[src/hw/rtl/sspr_pkg.sv]
// Shared types and constants for the servo status packet receiver.
// No dependencies; imported by the interface, controller, datapath and top.
package sspr_pkg;

  localparam int MAX_PARAMS = 32;
  localparam int PIDX_W     = (MAX_PARAMS > 1) ? $clog2(MAX_PARAMS) : 1;
  localparam int CNT_W      = 6;
  localparam int TICK_W     = 16;

  localparam logic [7:0]        HDR_BYTE      = 8'hFF;
  localparam logic [7:0]        ANY_ID        = 8'hFE;
  localparam logic [7:0]        LEN_OVERHEAD  = 8'd2;
  localparam logic [TICK_W-1:0] TIMEOUT_RESET = 16'd40;

  typedef enum logic [1:0] {
    MODE_START = 2'd0,
    MODE_BYTE  = 2'd1,
    MODE_TICK  = 2'd2
  } mode_t;

  typedef enum logic [2:0] {
    OC_OK       = 3'd0,
    OC_NORESP   = 3'd1,
    OC_BADCOUNT = 3'd2,
    OC_BADLEN   = 3'd3,
    OC_BADSUM   = 3'd4,
    OC_BADID    = 3'd5
  } outcome_t;

  typedef enum logic [3:0] {
    ST_IDLE,
    ST_HUNT,
    ST_LEN,
    ST_ERR,
    ST_BODY,
    ST_CHK,
    ST_REPORT,
    ST_FETCH,
    ST_SEND
  } ctrl_state_t;

  typedef struct packed {
    logic     arm;
    logic     hc_inc;
    logic     hc_clr;
    logic     ld_id;
    logic     ld_len;
    logic     ld_err;
    logic     wr_param;
    logic     tick;
    logic     report;
    outcome_t outcome;
    logic     with_ids;
    logic     rep_last;
    logic     rd_step;
  } dp_cmd_t;

  typedef struct packed {
    logic count_bad;
    logic timeout_zero;
    logic deadline_end;
    logic is_ff;
    logic header_ok;
    logic len_ok;
    logic want_zero;
    logic body_done;
    logic sum_ok;
    logic id_ok;
    logic st_last;
    logic rd_last;
  } dp_stat_t;

endpackage

[src/hw/rtl/sspr_ctrl.sv]
// Controller: packet phase sequencing, handshakes and result ordering.
// Depends on sspr_pkg; drives datapath commands, reads datapath status.
module sspr_ctrl import sspr_pkg::*; (
  input  logic        clk,
  input  logic        rst,
  input  logic        item_valid,
  input  logic [1:0]  item_mode,
  output logic        item_ready,
  output logic        result_valid,
  input  logic        result_ready,
  input  dp_stat_t    stat,
  output dp_cmd_t     cmd
);

  ctrl_state_t state, state_next;
  logic        item_fire;
  logic        rx_state;

  always_comb begin
    case (state)
      ST_IDLE, ST_HUNT, ST_LEN, ST_ERR, ST_BODY, ST_CHK: rx_state = 1'b1;
      default: rx_state = 1'b0;
    endcase
  end

  assign item_ready   = rx_state;
  assign result_valid = (state == ST_REPORT) || (state == ST_SEND);
  assign item_fire    = item_valid && item_ready;

  always_ff @(posedge clk) begin
    if (rst) begin
      state <= ST_IDLE;
    end else begin
      state <= state_next;
    end
  end

  always_comb begin
    state_next = state;
    case (state)
      ST_IDLE, ST_HUNT, ST_LEN, ST_ERR, ST_BODY, ST_CHK: begin
        if (item_fire) begin
          if (item_mode == MODE_START) begin
            state_next = (stat.count_bad || stat.timeout_zero) ? ST_REPORT : ST_HUNT;
          end else if (item_mode == MODE_TICK) begin
            if (state != ST_IDLE && stat.deadline_end) state_next = ST_REPORT;
          end else if (item_mode == MODE_BYTE) begin
            case (state)
              ST_HUNT: begin
                if (!stat.is_ff && stat.header_ok) state_next = ST_LEN;
              end
              ST_LEN: state_next = ST_ERR;
              ST_ERR: begin
                if (!stat.len_ok) state_next = ST_REPORT;
                else state_next = stat.want_zero ? ST_CHK : ST_BODY;
              end
              ST_BODY: begin
                if (stat.body_done) state_next = ST_CHK;
              end
              ST_CHK: state_next = ST_REPORT;
              default: state_next = state;
            endcase
          end
        end
      end
      ST_REPORT: begin
        if (result_ready) state_next = stat.st_last ? ST_IDLE : ST_FETCH;
      end
      ST_FETCH: state_next = ST_SEND;
      ST_SEND: begin
        if (result_ready) state_next = stat.rd_last ? ST_IDLE : ST_FETCH;
      end
      default: state_next = ST_IDLE;
    endcase
  end

  always_comb begin
    cmd = '0;
    cmd.outcome = OC_OK;
    case (state)
      ST_IDLE, ST_HUNT, ST_LEN, ST_ERR, ST_BODY, ST_CHK: begin
        if (item_fire) begin
          if (item_mode == MODE_START) begin
            cmd.arm = 1'b1;
            if (stat.count_bad) begin
              cmd.report   = 1'b1;
              cmd.outcome  = OC_BADCOUNT;
              cmd.rep_last = 1'b1;
            end else if (stat.timeout_zero) begin
              cmd.report   = 1'b1;
              cmd.outcome  = OC_NORESP;
              cmd.rep_last = 1'b1;
            end
          end else if (item_mode == MODE_TICK) begin
            if (state != ST_IDLE) begin
              cmd.tick = 1'b1;
              if (stat.deadline_end) begin
                cmd.report   = 1'b1;
                cmd.outcome  = OC_NORESP;
                cmd.rep_last = 1'b1;
              end
            end
          end else if (item_mode == MODE_BYTE) begin
            case (state)
              ST_HUNT: begin
                if (stat.is_ff) cmd.hc_inc = 1'b1;
                else if (stat.header_ok) cmd.ld_id = 1'b1;
                else cmd.hc_clr = 1'b1;
              end
              ST_LEN: cmd.ld_len = 1'b1;
              ST_ERR: begin
                cmd.ld_err = 1'b1;
                if (!stat.len_ok) begin
                  cmd.report   = 1'b1;
                  cmd.outcome  = OC_BADLEN;
                  cmd.with_ids = 1'b1;
                  cmd.rep_last = 1'b1;
                end
              end
              ST_BODY: cmd.wr_param = 1'b1;
              ST_CHK: begin
                cmd.report   = 1'b1;
                cmd.with_ids = 1'b1;
                if (!stat.sum_ok) cmd.outcome = OC_BADSUM;
                else if (!stat.id_ok) cmd.outcome = OC_BADID;
                else cmd.outcome = OC_OK;
                cmd.rep_last = !(stat.sum_ok && stat.id_ok) || stat.want_zero;
              end
              default: cmd.report = 1'b0;
            endcase
          end
        end
      end
      ST_FETCH: cmd.rd_step = 1'b1;
      default: cmd.rd_step = 1'b0;
    endcase
  end

  a_no_overlap: assert property (@(posedge clk) disable iff (rst)
    !(item_ready && result_valid))
    else $error("input and result side open together");

  a_fetch_send: assert property (@(posedge clk) disable iff (rst)
    state == ST_FETCH |=> state == ST_SEND)
    else $error("parameter fetch not followed by send");

  a_last_idle: assert property (@(posedge clk) disable iff (rst)
    (state == ST_SEND && result_ready && stat.rd_last) |=> state == ST_IDLE)
    else $error("last parameter beat did not end the receive");

  a_bad_count: assert property (@(posedge clk) disable iff (rst)
    (item_fire && item_mode == MODE_START && stat.count_bad) |=> state == ST_REPORT)
    else $error("oversized count not reported");

endmodule

[config.mk]
export PLATFORM = sky130hd
export DESIGN_NAME = sspr_ctrl
export DESIGN_NICKNAME = d
export VERILOG_FILES = /design/src/hw/rtl/sspr_pkg.sv /design/src/hw/rtl/sspr_ctrl.sv
export SDC_FILE = /design/constraint.sdc
export NUM_CORES = 1
export LEC_CHECK = 0
export BUFFER_PORTS_ARGS = -buffer_cell sky130_fd_sc_hd__buf_4
export CAP_MARGIN = 10
export CELL_PAD_IN_SITES_DETAIL_PLACEMENT = 1
export CELL_PAD_IN_SITES_GLOBAL_PLACEMENT = 1
export CORE_MARGIN = 2
export CORE_UTILIZATION = 31
export CTS_CLUSTER_DIAMETER = 150
export DETAILED_ROUTE_END_ITERATION = 16
export GPL_ROUTABILITY_DRIVEN = 0
export PLACE_DENSITY_LB_ADDON = 0.25
export SYNTH_ARGS = -nofsm -noshare
export SYNTH_HDL_FRONTEND = slang
export SYNTH_SLANG_ARGS = --single-unit
export TNS_END_PERCENT = 20
[constraint.sdc]
create_clock -name clk -period 2.25 [get_ports clk]
set_input_delay 0.225 -clock clk [delete_from_list [all_inputs] [get_ports clk]]
set_output_delay 0.225 -clock clk [all_outputs]
set_load 0.02 [all_outputs]
==> impl_results.md <==
- Clock buffer count from CTS: 3
- Via count: 952
- Area contributors post-synth: dfxtp_1 (11%), a21oi_1 (7.3%), ha_1 (5.0%), nor2b_1 (5.0%), o21ai_0 (4.6%)
- First drt pass iteration count: 4
- Distinct cells, synth: 46
- RR Startpoint: state[3]
- Crit share post-route: 97.15%
- Fin. max-slew vios: 0
- Post-Synthesis Cells: 105
- Crit end category: output port
- Synth warn: 0
- Initial antenna violation count: 0
- Met1 GRT Util: 25.88%
- Hold Path Stages: 2
- Fin. Hold Viols: 0
- Cell Area, Synth: 758.2 um^2
- Grt peak-use layer: met2
- H-tree lvl count: 1
- Starting Density: 33.63%
- Final HPWL DP: 2.191 mm
- Total grt overflow: 0
- Final WL: 2.705 mm
- DRC: 0
- R2R depth: 6
- Clock tree sinks: 4
- Ys async rst share: 0%
- Leak: 0.4958 nW
- Worst reg2reg endpoint: state[2]
- Port Buf Inserts: 34
- CTS clk-pin slew, worst paths: 0.04 ns
- EDFF count, synth: 0
- Largest register FFs: 4
- Worst skew pair latency: 0.23 ns
- WL per Instance: 15.73 um
- Status: finished, final reports clean
- CTS tree: yes
- Sequential-to-total area share from yosys stat: 10.56%
- Final setup skew: 0.002274 ns
- Synth top cells by count: a21oi_1 (11), nand2_1 (8), o21ai_0 (7), nor2b_1 (6)
- Share of the synthesized area in the top cell type: 10.56%
- IR drop worst, VDD: 254.4 uV
- Share of cells above drive strength 1: 44.44%
- Core Area: 2255 um^2
- Final core utilization: 49.61%
- Die ar.: 2857 um^2
- Pwr Total: 0.3301 mW
- Drt initial violations: 14
- WHS Endpoint: state[3]
- Worst setup SP type: register
- Syn nets: 126
- Worst Min Path Start: rst
- First-pass GRT wire length: 4.312 mm
- Gr usage total: 20.28%
- R2R setup slack: 0.27 ns
- Area leader, netlist: dfxtp_1
- RSZ-0062 raised after global routing: true
- Final nets: 167
- Max Clk Rate: 457.5 MHz
- Row count: 17
- Largest regs: state (4)
- Largest net degree at the start of global routing: 16
- Area delta synth->final: 47.52%
- Avg Cell Area, Syn: 7.221 um^2
- Hold Path Class: primary input to register
- Die Y: 53.46 um
- Final worst path period need: 2.186 ns
- Relative slew margins: 79.94%
- Post-DRT Antenna Nets: 0
- Most common cell in the synthesized netlist: a21oi_1
- Critical path type: register to output port
- Root cell of the clock tree: clkbuf_4
- CTS max path bufs: 2
- I/O Pins: 35
- CP required: 2.03 ns
- Peak fanout along the critical path: 8
- Vias in the first global route: 951
- Number of synthesized register bits: 4
- Vias per cell: 5.535
- Die X-Extent: 53.46 um
- Maxcap violations: 0
- Met2 Track Usage GR: 36.63%
- Top FF cell, synth: dfxtp_1
- # setup viols final: 0
- Cell Pwr Density: 295.1 nW/um^2
- Critical Path AT: 1.96 ns
- Reg with most FFs: state
- Ant diodes: 0
- GR Util met3: 1.695%
- Least-Margin Pin Slew: 0.2982 ns
-- report_power, final --
group | switching, mW | internal, mW | leakage (nW)
registers | 0.00594 | 0.0748 | 0.0337
logic | 0.0809 | 0.0781 | 0.448
clock network | 0.0306 | 0.0598 | 0.0138
-- critical path, cell delays in order, from the launching register on --
cell and delay [ns]:
dfxtp_4 0.36, a21oi_4 0.19, nand4_4 0.13, or3_4 0.36, or3_4 0.36, nor3_2 0.15
buf_4 0.18
-- metrics by stage --
step	worst slack [ns]	setup TNS (ns)	std cells	hold WS (ns)	instance area, um^2
2_1_floorplan	0.09539	0	105	0.2941	763.2
3_3_place_gp	0.09055	0	168	0.4253	1069
3_5_place_dp	0.02933	0	168	0.4300	1069
4_1_cts	0.01203	0	171	0.1843	1091
5_1_grt	-0.02351	-0.02994	172	0.1886	1119
6_report	0.06406	0	172	0.1846	1119
-- how the worst max path moves through the flow --
stage,startpoint,end,slack (ns),cells past startpoint
final,state[2],cmd[12],0.06,6
after global routing,state[2],cmd[11],-0.02,6
after CTS,state[2],cmd[11],0.01,6
after detailed placement,item_mode[0],cmd[11],0.03,9
after global placement,item_mode[0],cmd[11],0.09,9
after floorplan,item_mode[0],cmd[11],0.1,7
-- kinds of logic after synthesis --
group,after synthesis,synth area share [%]
AND/OR/NAND/NOR,53,46.54
AO/OA/AOI/OAI,30,25.25
buffers and inverters,12,8.414
flip-flops,4,10.56
multiplexers,3,4.290
adder cells (fa/ha/maj),3,4.951
-- per-layer routing --
metal,vias to the layer above,routed length [um]
met5,-,0
met4,0,0
met3,0,90
met2,25,1402
met1,463,1211
li1,464,-
-- placed cells by master, fill, tap and decap left out, drive strengths merged, types with 2 or more instances in the layout --
| cell | instances |
|---|---|
| mux2 | 2 |
| nor2 | 6 |
| or3 | 3 |
| dfxtp | 4 |
| nor3b | 2 |
| inv | 5 |
| and3 | 2 |
| nor3 | 4 |
| buf | 43 |
| a21boi | 2 |
| ha | 3 |
| o31ai | 2 |
| nand3 | 3 |
| clkbuf | 3 |
| nand2b | 5 |
| o21ai | 8 |
| and2b | 2 |
| nand2 | 8 |
| nand4 | 2 |
| or3b | 2 |
| a21oi | 12 |
| nor2b | 6 |
| nor4b | 2 |
-- cell type report --
cell class	instances	area [um^2]
Clock buffer	3	22.52
Fill cell	311	1136
Inverter	5	18.77
Multi-Input combinational cell	89	634.4
Sequential cell	4	85.08
Tap cell	28	35.03
Timing Repair Buffer	43	322.8
-- what timing repair did --
item,4_1_cts,5_1_grt
hold buffers,0,0
endpoints found under the setup margin,0,4
setup buffers,0,1
resized for setup,0,7
Note: power is estimated with default switching activity, not from simulation.
