--- config.mk ---
export PLATFORM = sky130hd
export DESIGN_NAME = sspr_dp
export DESIGN_NICKNAME = d
export VERILOG_FILES = /design/src/hw/rtl/sspr_pkg.sv /design/src/hw/rtl/sspr_dp.sv
export SDC_FILE = /design/constraint.sdc
export NUM_CORES = 1
export LEC_CHECK = 0
export ABC_AREA = 1
export BUFFER_PORTS_ARGS = -buffer_cell sky130_fd_sc_hd__buf_2
export CORE_ASPECT_RATIO = 0.5
export CORE_MARGIN = 2
export CORE_UTILIZATION = 53
export CTS_CLUSTER_SIZE = 8
export DETAILED_ROUTE_END_ITERATION = 8
export GPL_ROUTABILITY_DRIVEN = 0
export GPL_TIMING_DRIVEN = 0
export PLACE_DENSITY_LB_ADDON = 0.15
export REMOVE_ABC_BUFFERS = 1
export SETUP_SLACK_MARGIN = 0.2
export SLEW_MARGIN = 20
export SYNTH_ARGS = -nofsm -noshare
export SYNTH_HDL_FRONTEND = slang
export SYNTH_SLANG_ARGS = --single-unit
--- constraint.sdc ---
create_clock -name clk -period 1.7 [get_ports clk]
set_clock_uncertainty 0.05 [all_clocks]
set_input_delay 0.17 -clock clk [delete_from_list [all_inputs] [get_ports clk]]
set_output_delay 0.17 -clock clk [all_outputs]
set_load 0.02 [all_outputs]
--- src/hw/rtl/sspr_pkg.sv ---
// Shared types and constants for the servo status packet receiver.
// No dependencies; imported by the interface, controller, datapath and top.
package sspr_pkg;

  localparam int MAX_PARAMS = 32;
  localparam int PIDX_W     = (MAX_PARAMS > 1) ? $clog2(MAX_PARAMS) : 1;
  localparam int CNT_W      = 6;
  localparam int TICK_W     = 16;

  localparam logic [7:0]        HDR_BYTE      = 8'hFF;
  localparam logic [7:0]        ANY_ID        = 8'hFE;
  localparam logic [7:0]        LEN_OVERHEAD  = 8'd2;
  localparam logic [TICK_W-1:0] TIMEOUT_RESET = 16'd40;

  typedef enum logic [1:0] {
    MODE_START = 2'd0,
    MODE_BYTE  = 2'd1,
    MODE_TICK  = 2'd2
  } mode_t;

  typedef enum logic [2:0] {
    OC_OK       = 3'd0,
    OC_NORESP   = 3'd1,
    OC_BADCOUNT = 3'd2,
    OC_BADLEN   = 3'd3,
    OC_BADSUM   = 3'd4,
    OC_BADID    = 3'd5
  } outcome_t;

  typedef enum logic [3:0] {
    ST_IDLE,
    ST_HUNT,
    ST_LEN,
    ST_ERR,
    ST_BODY,
    ST_CHK,
    ST_REPORT,
    ST_FETCH,
    ST_SEND
  } ctrl_state_t;

  typedef struct packed {
    logic     arm;
    logic     hc_inc;
    logic     hc_clr;
    logic     ld_id;
    logic     ld_len;
    logic     ld_err;
    logic     wr_param;
    logic     tick;
    logic     report;
    outcome_t outcome;
    logic     with_ids;
    logic     rep_last;
    logic     rd_step;
  } dp_cmd_t;

  typedef struct packed {
    logic count_bad;
    logic timeout_zero;
    logic deadline_end;
    logic is_ff;
    logic header_ok;
    logic len_ok;
    logic want_zero;
    logic body_done;
    logic sum_ok;
    logic id_ok;
    logic st_last;
    logic rd_last;
  } dp_stat_t;

endpackage

--- src/hw/rtl/sspr_dp.sv ---
// Datapath: packet fields, checksum, deadline counter, parameter memory, result registers.
// Depends on sspr_pkg; steered by sspr_ctrl commands.
module sspr_dp import sspr_pkg::*; (
  input  logic              clk,
  input  logic              rst,
  input  logic              cfg_we,
  input  logic [TICK_W-1:0] cfg_wdata,
  input  logic [7:0]        byte_value,
  input  logic [CNT_W-1:0]  expect_count,
  input  dp_cmd_t           cmd,
  output dp_stat_t          stat,
  output logic              kind,
  output logic [2:0]        outcome,
  output logic [7:0]        servo_id,
  output logic [7:0]        fault_bits,
  output logic [7:0]        param_byte,
  output logic              last
);

  logic [TICK_W-1:0] timeout_ticks;
  logic [TICK_W-1:0] deadline_count;
  logic [1:0]        header_count;
  logic [7:0]        want_id;
  logic [CNT_W-1:0]  want_count;
  logic [7:0]        got_id;
  logic [7:0]        got_length;
  logic [7:0]        got_fault;
  logic [7:0]        running_sum;
  logic [CNT_W-1:0]  byte_index;
  logic [CNT_W-1:0]  rd_ptr;
  logic [7:0]        rd_data;
  logic              rd_last;
  logic              o_kind;
  outcome_t          st_outcome;
  logic [7:0]        st_id;
  logic [7:0]        st_fault;
  logic              st_last;
  logic [7:0]        mem [MAX_PARAMS];
  logic [CNT_W:0]    bi_inc;
  logic [CNT_W:0]    rd_inc;

  assign bi_inc = {1'b0, byte_index} + {{CNT_W{1'b0}}, 1'b1};
  assign rd_inc = {1'b0, rd_ptr} + {{CNT_W{1'b0}}, 1'b1};

  always_ff @(posedge clk) begin
    if (rst) begin
      timeout_ticks <= TIMEOUT_RESET;
    end else if (cfg_we) begin
      timeout_ticks <= cfg_wdata;
    end
  end

  always_ff @(posedge clk) begin
    if (rst) begin
      header_count <= '0;
      byte_index   <= '0;
      rd_ptr       <= '0;
      o_kind       <= 1'b0;
    end else begin
      if (cmd.arm || cmd.hc_clr) header_count <= '0;
      else if (cmd.hc_inc && !header_count[1]) header_count <= header_count + 2'd1;
      if (cmd.arm) byte_index <= '0;
      else if (cmd.wr_param) byte_index <= bi_inc[CNT_W-1:0];
      if (cmd.report) begin
        rd_ptr <= '0;
        o_kind <= 1'b0;
      end else if (cmd.rd_step) begin
        rd_ptr <= rd_inc[CNT_W-1:0];
        o_kind <= 1'b1;
      end
    end
  end

  always_ff @(posedge clk) begin
    if (cmd.arm) begin
      want_id        <= byte_value;
      want_count     <= expect_count;
      deadline_count <= timeout_ticks;
      got_id         <= '0;
      got_length     <= '0;
      got_fault      <= '0;
      running_sum    <= '0;
    end else begin
      if (cmd.tick && deadline_count != '0) deadline_count <= deadline_count - 1'b1;
      if (cmd.ld_id) begin
        got_id      <= byte_value;
        running_sum <= byte_value;
      end
      if (cmd.ld_len) got_length <= byte_value;
      if (cmd.ld_err) got_fault <= byte_value;
      if (cmd.ld_len || cmd.ld_err || cmd.wr_param) running_sum <= running_sum + byte_value;
    end
    if (cmd.report) begin
      st_outcome <= cmd.outcome;
      st_last    <= cmd.rep_last;
      st_id      <= cmd.with_ids ? got_id : 8'd0;
      st_fault   <= cmd.with_ids ? (cmd.ld_err ? byte_value : got_fault) : 8'd0;
    end
  end

  always_ff @(posedge clk) begin
    if (cmd.wr_param) mem[byte_index[PIDX_W-1:0]] <= byte_value;
    if (cmd.rd_step) begin
      rd_data <= mem[rd_ptr[PIDX_W-1:0]];
      rd_last <= (rd_inc == {1'b0, want_count});
    end
  end

  always_comb begin
    stat.count_bad    = ({1'b0, expect_count} > (CNT_W+1)'(MAX_PARAMS));
    stat.timeout_zero = (timeout_ticks == '0);
    stat.deadline_end = (deadline_count <= {{(TICK_W-1){1'b0}}, 1'b1});
    stat.is_ff        = (byte_value == HDR_BYTE);
    stat.header_ok    = header_count[1];
    stat.len_ok       = (got_length == ({{(8-CNT_W){1'b0}}, want_count} + LEN_OVERHEAD));
    stat.want_zero    = (want_count == '0);
    stat.body_done    = (bi_inc >= {1'b0, want_count});
    stat.sum_ok       = (byte_value == ~running_sum);
    stat.id_ok        = (want_id == ANY_ID) || (got_id == want_id);
    stat.st_last      = st_last;
    stat.rd_last      = rd_last;
  end

  assign kind       = o_kind;
  assign outcome    = o_kind ? OC_OK : st_outcome;
  assign servo_id   = st_id;
  assign fault_bits = st_fault;
  assign param_byte = o_kind ? rd_data : 8'd0;
  assign last       = o_kind ? rd_last : st_last;

endmodule

==> flow_metrics.env <==
export IMPL_hold_viol=0
export IMPL_critPathKind="reg2out"
export IMPL_h_tree_depth=2
export IMPL_finalCriticalPeriod_ns=2.55
export IMPL_gr_total_overflow=0
export IMPL_yosysTopAreaCell="edfxtp_1"
export IMPL_yosys_warnings=0
export IMPL_setup_viol=146
export IMPL_setup_slack_ns=-0.845
export IMPL_syn_area_um2=16500
export IMPL_postLayoutCoreUtil_pct=74.3
export IMPL_synth_top_family_by_area="simple AND/OR/NAND/NOR gates"
export IMPL_dpl_hpwl_um=23100
export IMPL_ys_ff_latch=378
export IMPL_first_iter_violations=1629
export IMPL_required_ns=1.48
export IMPL_area_delta_synth_final_pct=37.6
export IMPL_synthDistinctLibCells=41
export IMPL_tightest_slew_ns=1.01
export IMPL_ys_flop_type="edfxtp_1"
export IMPL_drive_above_1_share_pct=33.0
export IMPL_power_w=0.0232
export IMPL_clk_pin_slew_ns=0.05
export IMPL_yosys_area_share_simple_pct=23.1
export IMPL_crit_fanout=6
export IMPL_routedWlPerCell_um=22.5
export IMPL_holdWs_ns=0.000386
export IMPL_portBuffers=88
export IMPL_nets=1915
export IMPL_clockRootBuffer="clkbuf_16"
export IMPL_diodes=0
export IMPL_synth_top_area_share_pct=57.5
export IMPL_synth_compound_area_share_pct=3.54
export IMPL_core_um2=30500
export IMPL_grt_max_degree=66
export IMPL_yosysSeqAreaShare_pct=65.2
export IMPL_arrival_ns=2.33
export IMPL_p_leak_nw=8.86
export IMPL_max_slew_margin_pct=32.3
export IMPL_ys_async_sr_fraction_pct=0
export IMPL_stdcell_count=2286
export IMPL_antenna_left=0
export IMPL_drc=0
export IMPL_grt_util_all_layers_pct=30.0
export IMPL_ys_top_cells_by_area="edfxtp_1 57%, nand2_1 11%, dfxtp_1 7.7%, nand3_1 7.4%, nor2_1 2.9%"
export IMPL_cts_buffer_depth=3
export IMPL_avgSynthCellArea_um2=10.2
export IMPL_cts_buffers=53
export IMPL_cts_sinks=378
export IMPL_placedCellCount=2046
export IMPL_hp_class="in2reg"
export IMPL_via_per_inst=5.90
export IMPL_clock_fmax_mhz=393
export IMPL_io_pins=89
export IMPL_cts_tree="yes"
export IMPL_crit_path_end_kind="output pin"
export IMPL_ir_worst_vdd_uv=806
export IMPL_wirelength_um=51500
export IMPL_die_area_um2=32600
export IMPL_critPathLaunchType="flop"
export IMPL_die_y_um=129
export IMPL_rrSetupSlack_ns=-0.34
export IMPL_drv_cap=0
export IMPL_antenna_found_initial=0
export IMPL_pre_cts_slack_ns=-1.55
export IMPL_report_final_slew_viol_count=0
export IMPL_violations="setup timing"
export IMPL_yosysMostFrequentCell="nand2_1"
export IMPL_vias=13500
export IMPL_firstDrtPassIters=6
export IMPL_synth_edf_count=315
export IMPL_rows=45
export IMPL_synth_mux_area_share_pct=0.122
export IMPL_rsz0062_at_grt="true"
export IMPL_synth_xor_xnor_area_share_pct=1.44
export IMPL_power_density_nw_per_um2=1030
export IMPL_grt_pass1_vias=13000
export IMPL_floorplan_initialDensity_pct=54.0
export IMPL_grt_pass1_wl_um=73200
export IMPL_clk_latency_ns=0.57
export IMPL_synthAdderAreaFrac_pct=1.79
export IMPL_die_w_um=253
export IMPL_period_share_pct=150
export IMPL_synth_common_cells="470 x nand2_1, 315 x edfxtp_1, 244 x nand3_1, 128 x nor2_1, 92 x inv_1"
export IMPL_netlist_instances=1606
export IMPL_status="finished, violations left"
[worst paths after layout]
path / start / to / depth (start not counted)
min: cfg_we / timeout_ticks[0] / 3
min reg2reg: running_sum[5] / running_sum[5] / 2
max reg2reg: byte_index[1] / mem[31][3] / 3
max: byte_index[3] / stat[4] / 9
[logic make-up after synthesis]
group,Yosys count
mux,2
compound gates,110
simple gates,892
flops,378
buf+inv,174
fa+ha+maj,23
xor+xnor,27
[per-stage QoR]
stage	area, µm²	setup TNS, ns
after CTS	21500	-21.94
final	22600	-30.62
after global routing	22600	-38.01
after floorplan	16000	-36.21
after global placement	17000	-194.20
after detailed placement	17100	-145.96
[timing repair]
item / CTS / global route
gates resized for setup: 365 / 211
pin swaps: 92 / 88
cloned: 18 / 4
endpoints found under the setup margin: 335 / 331
hold buffers: 46 / 0
setup buffers: 74 / 24
hold endpoints to repair: 61 / 0
[sequential cells by signal, indices dropped and copies added (netlist names), 2 cells and up]
signal          count
running_sum         8
rd_data             8
got_length          8
servo_id            8
fault_bits          8
timeout_ticks      16
want_id             8
byte_index          6
got_id              8
mem               256
got_fault           8
header_count        2
deadline_count     16
want_count          6
rd_ptr              6
st_outcome          3
[layout by cell type, fill, tap and decap left out, types with 11 or more instances in the layout]
master         netlist  final
buf_6               11     40
clkbuf_1            23     18
dlygate4sd3_1        0     45
a21oi_1             40     36
nand3_1            244    155
dfxtp_2              0     11
nor2_4               2     43
nand3_2              1     77
xnor2_1             12     11
buf_2               26     59
o21ai_0             52     45
inv_1               92     65
nand3_4              0     13
buf_4                9     49
buf_12               0     30
dfxtp_1             63     44
clkbuf_16            0     57
inv_2                2     21
nand2_2              1     65
buf_16               0     17
nand2_4              0     29
nand2_1            470    375
edfxtp_1           315    315
ha_4                 0     12
nor2_1             128     77
[area by class of cell]
class	count	area, µm²
clock inverter	2	25.0
timing repair inverter	7	108
fill	1836	7820
timing repair buffer	250	2790
clock buffer	72	1420
multi-input combinational	1054	6570
sequential	378	10800
inverter	100	439
tap	423	529
[where the power goes]
part | internal, W | switching [W] | leakage (nW) | total, W
combinational | 0.00132 | 0.00180 | 4.73 | 0.00312
sequential | 0.0104 | 0.000226 | 3.43 | 0.0106
clock | 0.00569 | 0.00382 | 0.698 | 0.00952
[per-layer routing]
layer  track usage (%)  vias up  part of all wire (%)
met5                 0        -                     0
met4              11.7        0                   3.8
met3              5.26      165                    11
met2              50.3      857                    47
met1              39.6     6514                    38
li1                  -     5961                     -
[critical path: stages, from the launching register on]
cell	delay (ns)
dfxtp_2	0.43
inv_1	0.18
xor2_2	0.22
ha_1	0.26
a21boi_1	0.13
o21ai_1	0.11
nand2_1	0.10
nand2_2	0.11
nand2_4	0.08
buf_6	0.14
(Power assumes the default switching activity.)
